### config.mk
export PLATFORM = sky130hd
export DESIGN_NAME = dsp_instruction_decoder
export DESIGN_NICKNAME = d
export VERILOG_FILES = /design/src/rtl/dspid_pkg.sv /design/src/rtl/dspid_decode.sv /design/src/rtl/dsp_instruction_decoder.sv
export VERILOG_INCLUDE_DIRS = /design/src /design/src/rtl
export SDC_FILE = /design/constraint.sdc
export NUM_CORES = 1
export LEC_CHECK = 0
export BUFFER_PORTS_ARGS = -buffer_cell sky130_fd_sc_hd__buf_2
export CAP_MARGIN = 20
export CORE_MARGIN = 2
export CORE_UTILIZATION = 35
export DETAILED_ROUTE_END_ITERATION = 16
export HOLD_SLACK_MARGIN = 0.15
export SLEW_MARGIN = 30
export SYNTH_ARGS = -nofsm -noshare
export SYNTH_HDL_FRONTEND = slang
export SYNTH_SLANG_ARGS = --single-unit
### constraint.sdc
create_clock -name clk_i -period 2.1 [get_ports clk_i]
set_clock_uncertainty 0.1 [all_clocks]
set_input_delay 0.105 -clock clk_i [delete_from_list [all_inputs] [get_ports clk_i]]
set_output_delay 0.105 -clock clk_i [all_outputs]
set_load 0.1 [all_outputs]
### src/rtl/dsp_instruction_decoder_defines.svh
// Assertion macros for the instruction decoder.
// Both sample on clk_i and are disabled while rst_ni is low.
`ifndef DSP_INSTRUCTION_DECODER_DEFINES_SVH
`define DSP_INSTRUCTION_DECODER_DEFINES_SVH

`ifndef SYNTHESIS

`define DSPID_ASSERT(lbl, prop) \
  lbl: assert property (@(posedge clk_i) disable iff (!rst_ni) (prop)) \
    else $error("dspid assertion failed");

`define DSPID_ASSERT_IMPL(lbl, ante, cons) \
  lbl: assert property (@(posedge clk_i) disable iff (!rst_ni) (ante) |-> (cons)) \
    else $error("dspid implication failed");

`else

`define DSPID_ASSERT(lbl, prop)

`define DSPID_ASSERT_IMPL(lbl, ante, cons)

`endif

`endif

### src/rtl/dspid_pkg.sv
package dspid_pkg;

  // instruction type codes, bits 31..29
  localparam logic [2:0] TY_MOVE  = 3'd0;
  localparam logic [2:0] TY_ALU   = 3'd1;
  localparam logic [2:0] TY_PFLOW = 3'd5;
  localparam logic [2:0] TY_SYS   = 3'd6;

  // move opcodes, bits 28..26
  localparam logic [2:0] MV_BRM = 3'd1;
  localparam logic [2:0] MV_BRR = 3'd3;
  localparam logic [2:0] MV_LD  = 3'd6;

  // largest legal opcode values
  localparam logic [2:0] ALU_OP_MAX   = 3'd2;
  localparam logic [4:0] ALU_ARTH_MAX = 5'd2;
  localparam logic [2:0] ALU_SHFT_MAX = 3'd2;
  localparam logic [3:0] FLOW_OP_MAX  = 4'd1;

  typedef struct packed {
    logic        illegal;
    logic [2:0]  op_type;
    logic [2:0]  op_main;
    logic [1:0]  op_arith;
    logic [1:0]  op_shift;
    logic [1:0]  src_dst_sel;
    logic [1:0]  addr_mode;
    logic [15:0] immediate;
    logic [4:0]  src_reg_a;
    logic [4:0]  src_reg_b;
    logic [4:0]  dest_reg;
  } dec_result_t;

endpackage

### src/rtl/dspid_decode.sv
module dspid_decode (
  input  logic [31:0]              instr_i,
  output dspid_pkg::dec_result_t   res_o
);
  import dspid_pkg::*;

  dec_result_t res;
  logic        bad;
  logic [2:0]  ty;

  assign ty = instr_i[31:29];

  always_comb begin
    res         = '0;
    bad         = 1'b0;
    res.op_type = ty;
    unique case (ty)
      TY_MOVE: begin
        res.op_main = instr_i[28:26];
        unique case (instr_i[28:26])
          MV_BRM: begin
            res.src_dst_sel = instr_i[22:21];
            res.src_reg_a   = instr_i[9:5];
            res.dest_reg    = instr_i[4:0];
          end
          MV_BRR: begin
            res.src_reg_a = instr_i[9:5];
            res.dest_reg  = instr_i[4:0];
          end
          MV_LD: begin
            res.src_dst_sel = instr_i[22:21];
            res.immediate   = instr_i[20:5];
            res.dest_reg    = instr_i[4:0];
          end
          default: bad = 1'b1;
        endcase
      end
      TY_ALU: begin
        // mode above 3 means bit 17 set
        if (instr_i[28:26] > ALU_OP_MAX || instr_i[25:21] > ALU_ARTH_MAX ||
            instr_i[20:18] > ALU_SHFT_MAX || instr_i[17]) begin
          bad = 1'b1;
        end else begin
          res.op_main   = instr_i[28:26];
          res.op_arith  = instr_i[22:21];
          res.op_shift  = instr_i[19:18];
          res.addr_mode = instr_i[16:15];
          res.dest_reg  = instr_i[4:0];
          if (instr_i[15]) begin
            res.immediate = {6'd0, instr_i[14:5]};
          end else begin
            res.src_reg_a = instr_i[14:10];
            res.src_reg_b = instr_i[9:5];
          end
        end
      end
      TY_PFLOW: begin
        if (instr_i[28:25] > FLOW_OP_MAX) begin
          bad = 1'b1;
        end else begin
          res.op_main     = {2'd0, instr_i[25]};
          // only bit 23 carries s/d here
          res.src_dst_sel = {1'b0, instr_i[23]};
          if (instr_i[23]) begin
            res.immediate = instr_i[15:0];
          end else begin
            res.dest_reg = instr_i[4:0];
          end
        end
      end
      TY_SYS: begin
        if (instr_i[28:25] > FLOW_OP_MAX) begin
          bad = 1'b1;
        end else begin
          res.op_main   = {2'd0, instr_i[25]};
          res.immediate = {8'd0, instr_i[7:0]};
        end
      end
      default: bad = 1'b1;
    endcase

    if (bad) begin
      res         = '0;
      res.illegal = 1'b1;
    end
  end

  assign res_o = res;

endmodule

### src/rtl/dsp_instruction_decoder.sv
// Channel  | Ports                          | Handshake
// ---------+--------------------------------+----------------------------------
// request  | start_i, instr_word_i          | taken when start_i && !busy_o
// result   | valid_o, illegal_o .. dest_reg_o | one-cycle strobe on valid_o
//
// One request per cycle; busy_o never rises.
// The path runs through the instruction register, the decode logic and the result register.
// Reset clears both stage valid bits; payload registers are not reset.
// The receiver cannot stall, so no result is ever held back.
`include "dsp_instruction_decoder_defines.svh"

module dsp_instruction_decoder (
  input  logic        clk_i,
  input  logic        rst_ni,
  input  logic        start_i,
  input  logic [31:0] instr_word_i,
  output logic        busy_o,
  output logic        valid_o,
  output logic        illegal_o,
  output logic [2:0]  op_type_o,
  output logic [2:0]  op_main_o,
  output logic [1:0]  op_arith_o,
  output logic [1:0]  op_shift_o,
  output logic [1:0]  src_dst_sel_o,
  output logic [1:0]  addr_mode_o,
  output logic [15:0] immediate_o,
  output logic [4:0]  src_reg_a_o,
  output logic [4:0]  src_reg_b_o,
  output logic [4:0]  dest_reg_o
);
  import dspid_pkg::*;

  logic        in_valid_q, in_valid_d;
  logic [31:0] word_q, word_d;
  logic        out_valid_q, out_valid_d;
  dec_result_t res_q, res_d;

  assign busy_o = 1'b0;

  assign in_valid_d  = start_i && !busy_o;
  assign word_d      = instr_word_i;
  assign out_valid_d = in_valid_q;

  dspid_decode u_decode (
    .instr_i (word_q),
    .res_o   (res_d)
  );

  always_ff @(posedge clk_i or negedge rst_ni) begin
    if (!rst_ni) begin
      in_valid_q  <= 1'b0;
      out_valid_q <= 1'b0;
    end else begin
      in_valid_q  <= in_valid_d;
      out_valid_q <= out_valid_d;
    end
  end

  always_ff @(posedge clk_i) begin
    if (in_valid_d) begin
      word_q <= word_d;
    end
    if (in_valid_q) begin
      res_q <= res_d;
    end
  end

  assign valid_o       = out_valid_q;
  assign illegal_o     = res_q.illegal;
  assign op_type_o     = res_q.op_type;
  assign op_main_o     = res_q.op_main;
  assign op_arith_o    = res_q.op_arith;
  assign op_shift_o    = res_q.op_shift;
  assign src_dst_sel_o = res_q.src_dst_sel;
  assign addr_mode_o   = res_q.addr_mode;
  assign immediate_o   = res_q.immediate;
  assign src_reg_a_o   = res_q.src_reg_a;
  assign src_reg_b_o   = res_q.src_reg_b;
  assign dest_reg_o    = res_q.dest_reg;

  // every accepted request yields a strobe on valid_o
  `DSPID_ASSERT(a_req_to_result, start_i && !busy_o |-> ##2 valid_o)
  // a strobe only follows a request
  `DSPID_ASSERT_IMPL(a_no_spurious, valid_o, $past(start_i, 2))
  // an illegal word carries nothing else
  `DSPID_ASSERT_IMPL(a_illegal_zero, valid_o && illegal_o,
    op_type_o == 3'd0 && op_main_o == 3'd0 && immediate_o == 16'd0 &&
    src_reg_a_o == 5'd0 && dest_reg_o == 5'd0 && src_dst_sel_o == 2'd0)
  // ALU-only fields stay clear for the other types
  `DSPID_ASSERT_IMPL(a_alu_fields, valid_o && op_type_o != TY_ALU,
    op_arith_o == 2'd0 && op_shift_o == 2'd0 && addr_mode_o == 2'd0 &&
    src_reg_b_o == 5'd0)

endmodule

==> qor.log <==
qor: setup_path.critical-path-max-stage-delay 0.59 ns
qor: synthesis.synth_top_area_cell sky130_fd_sc_hd__edfxtp_1
qor: finish.layout-drive-gt1-share 39.5%
qor: global_route.grt_first_pass_wirelength 9100 µm
qor: synthesis.synthMostInstantiatedCell sky130_fd_sc_hd__edfxtp_1
qor: synthesis.synth.lib_cells_used.distinct 36
qor: detailed_routing.drt_first_iter_violations 75
qor: clock_network.numClockSinks 80
qor: clock_network.tritoncts.num_buffers 9
qor: finish.area_delta_synth_final 37.0%
qor: pwr.max-vdd-ir-drop 0.283 mV
qor: min_path.min-delay-path-class primary input to flip-flop
qor: detailed_routing.vias 1853
qor: detailed_routing.drc 0
qor: synthesis.seq_area_frac_synth 78.7%
qor: global_route.grt_util_all_layers 12.7%
qor: detailed_routing.drtPass1Iterations 4
qor: synthesis.asyncSetResetFlopFracSynth 2.50%
qor: timing.tightest_slew 0.707 ns
qor: run.max_cap_viol_count 0
qor: place.place_hpwl 4110 µm
qor: detailed_routing.via_cell_ratio 4.53
qor: place.routabilityCongestion 0.762
qor: setup_path.cp_data_required_time 2.11 ns
qor: synthesis.avgSynthCellArea 18.0 µm²
qor: detailed_routing.drt_wirelength 5900 µm
qor: die.design.die.area 9450 µm²
qor: clock_network.max-clock-path-buffers 2
qor: timing.rsz0062_at_grt no
qor: timing.final-hold-violation-count 0
qor: synthesis.yosys.area.top_type_share 77.0%
qor: die.start_util 35.4%
qor: run_status.status finished clean
qor: setup_path.cp.arrival 2.03 ns
qor: clock_network.clk_root_buffer_cell sky130_fd_sc_hd__clkbuf_8
qor: pwr.pwr_density_cell 918 nW/µm²
qor: synthesis.syn_nets 204
qor: global_route.first_global_vias 1827
qor: die.placeableCoreArea 8590 µm²
qor: synthesis.synth.cells.most_frequent 78 x sky130_fd_sc_hd__edfxtp_1, 21 x sky130_fd_sc_hd__a22o_1, 15 x sky130_fd_sc_hd__and2_1
qor: clock_network.cts_tree done
qor: synthesis.yosys_warnings 0
qor: setup_path.crit_path_end_kind flip-flop
qor: global_route.overflow 0
qor: synthesis.flip_flop_and_latch_count_after_synthesis 80
qor: die.dieWidth 97.2 µm
qor: die.dieHeight 97.2 µm
qor: timing.setup_viol_count_final 0
qor: die.num_rows 34
qor: finish.finish.net_count 331
qor: setup_path.worst_path_max_delay_cell sky130_fd_sc_hd__or4_4
qor: detailed_routing.routed_wl_per_cell 14.4 µm
qor: finish.diodes 0
qor: finish.layout.cells.non_filler 409
qor: timing.post-route-period-util 95.8%
qor: place.placed_cells 358
qor: timing.peak_clock_frequency_supported_by_timing 497 MHz
qor: synthesis.synth_enable_flop_cells 78
qor: setup_path.crit_path_cell_trace a22oi_1 > and4_4 > or4_4 > and2_1
qor: place.numPortBuffers 81
qor: synthesis.yosys_most_used_dff sky130_fd_sc_hd__edfxtp_1
qor: finish.layout.filler_cells 758
qor: setup_path.worst-path-max-fanout 11
qor: global_route.grt_max_degree 34
qor: synthesis.mappedNetlistArea 3040 µm²
qor: timing.setup_total_negative_slack 0 ns
qor: timing.finalWorstPathRequiredPeriod 2.01 ns
qor: setup_path.timing.setup.critical_path_class flip-flop to flip-flop
qor: die.top_level_ports 83
qor: clock_network.clk_latency 0.35 ns
qor: clock_network.worst_setup_hold_path_clk_slew 0.08 ns
qor: timing.slew_headroom 52.8%
qor: setup_path.setup.worst_path.start_class flip-flop
qor: detailed_routing.routed_antenna_nets 0
qor: synthesis.synth_area_leaders sky130_fd_sc_hd__edfxtp_1 77%, sky130_fd_sc_hd__a22o_1 6.0%, sky130_fd_sc_hd__and2_1 3.1%
qor: synthesis.post_synthesis_instance_total 169
qor: global_route.grt_antenna_before_repair 0
qor: pwr.leakagePower 0.00160 µW
qor: timing.final-max-slew-violation-count 0
qor: clock_network.ctsHtreeMaxLevel 3
## cells by family (layout without fill, tap and decap cells)
logic type	Yosys count	after routing	synth area share (%)
flops	80	80	78.7
simple gates	46	46	10.1
compound gates	34	34	8.93
buf+inv	8	140	2.18
other cells	1	1	0.123
## state kept, by name, indices dropped and copies added (netlist names), 3 cells and up
register     cells
src_reg_b_o      5
word_q          32
src_reg_a_o      5
op_main_o        3
immediate_o     16
op_type_o        3
dest_reg_o       5
## report_power, final
group	switching, µW	internal, µW
registers	67.7	1870
clock network	569	681
logic	506	133
## metal layers
metal | wire length (µm) | global-route usage, %
met1 | 2430 | 14.9
met2 | 3100 | 21.6
met3 | 284 | 4.24
met4 | 88 | 5.24
met5 | 0 | 0
## repair_timing
item	in CTS	in global routing
hold endpoints to repair	35	0
endpoints found under the setup margin	0	8
setup buffers	0	0
gates resized for setup	0	2
hold buffers	35	0
## critical path: cells and delay by family (launching register included)
family | cells | cell delay, ns
AOI/OAI and AO/OA | 1 | 0.17
DFF | 1 | 0.49
and+or+nand+nor | 3 | 1.02
## layout make-up
| type | count | area (µm²) | share of cell area (%) |
|---|---|---|---|
| inverters | 1 | 3.75 | 0.0901 |
| clock buffers | 9 | 124 | 2.97 |
| repair buffers | 123 | 821 | 19.7 |
| clock inverters | 7 | 101 | 2.43 |
| flip-flops and latches | 80 | 2390 | 57.4 |
| multi-input cells | 81 | 588 | 14.1 |
| well taps | 108 | 135 | 3.24 |
## cells in the final DEF, fill, tap and decap left out, types with 2 or more instances in the layout
cell                            instances
sky130_fd_sc_hd__inv_6                  3
sky130_fd_sc_hd__o21ai_0                2
sky130_fd_sc_hd__dlygate4sd3_1         35
sky130_fd_sc_hd__nor3_2                 2
sky130_fd_sc_hd__nor2b_1                2
sky130_fd_sc_hd__clkinvlp_4             2
sky130_fd_sc_hd__nand3b_1               2
sky130_fd_sc_hd__edfxtp_1              78
sky130_fd_sc_hd__buf_4                  6
sky130_fd_sc_hd__a211oi_1               2
sky130_fd_sc_hd__nor2_1                 4
sky130_fd_sc_hd__nor2_4                 2
sky130_fd_sc_hd__and2_2                 2
sky130_fd_sc_hd__and2_1                15
sky130_fd_sc_hd__clkbuf_8               9
sky130_fd_sc_hd__nand2_1                4
sky130_fd_sc_hd__a22o_1                21
sky130_fd_sc_hd__buf_2                 81
sky130_fd_sc_hd__bufinv_16              2
sky130_fd_sc_hd__a21oi_1                3
sky130_fd_sc_hd__nand2b_1               2
## metrics by stage
stage | area (µm²) | power [µW] | hold WS, ns | util, % | setup WS (ns)
after global placement | 3590 | 2560 | -0.210 | 41.7 | 0.110
after CTS | 4160 | 3850 | 0.340 | 48.4 | 0.0699
after global routing | 4170 | 3950 | 0.340 | 48.5 | 0.0103
final | 4170 | 3820 | 0.358 | 48.5 | 0.0878
after floorplan | 3040 | 2440 | -0.291 | - | 0.170
after detailed placement | 3590 | 2560 | -0.208 | 41.7 | 0.0948
## worst paths after layout
check	from	endpoint	slack (ns)	depth (start not counted)
worst max-delay path	word_q[26]	dest_reg_o[0]	0.09	4
max in group asynchronous	rst_ni	in_valid_q	1.26	3
min in group asynchronous	rst_ni	valid_o	0.51	3
worst min register to register	word_q[1]	dest_reg_o[1]	0.46	1
worst min-delay path	instr_word_i[12]	word_q[12]	0.36	2
worst max register to register	word_q[26]	dest_reg_o[0]	0.09	4
No activity file was read; power rests on OpenSTA's default activity.
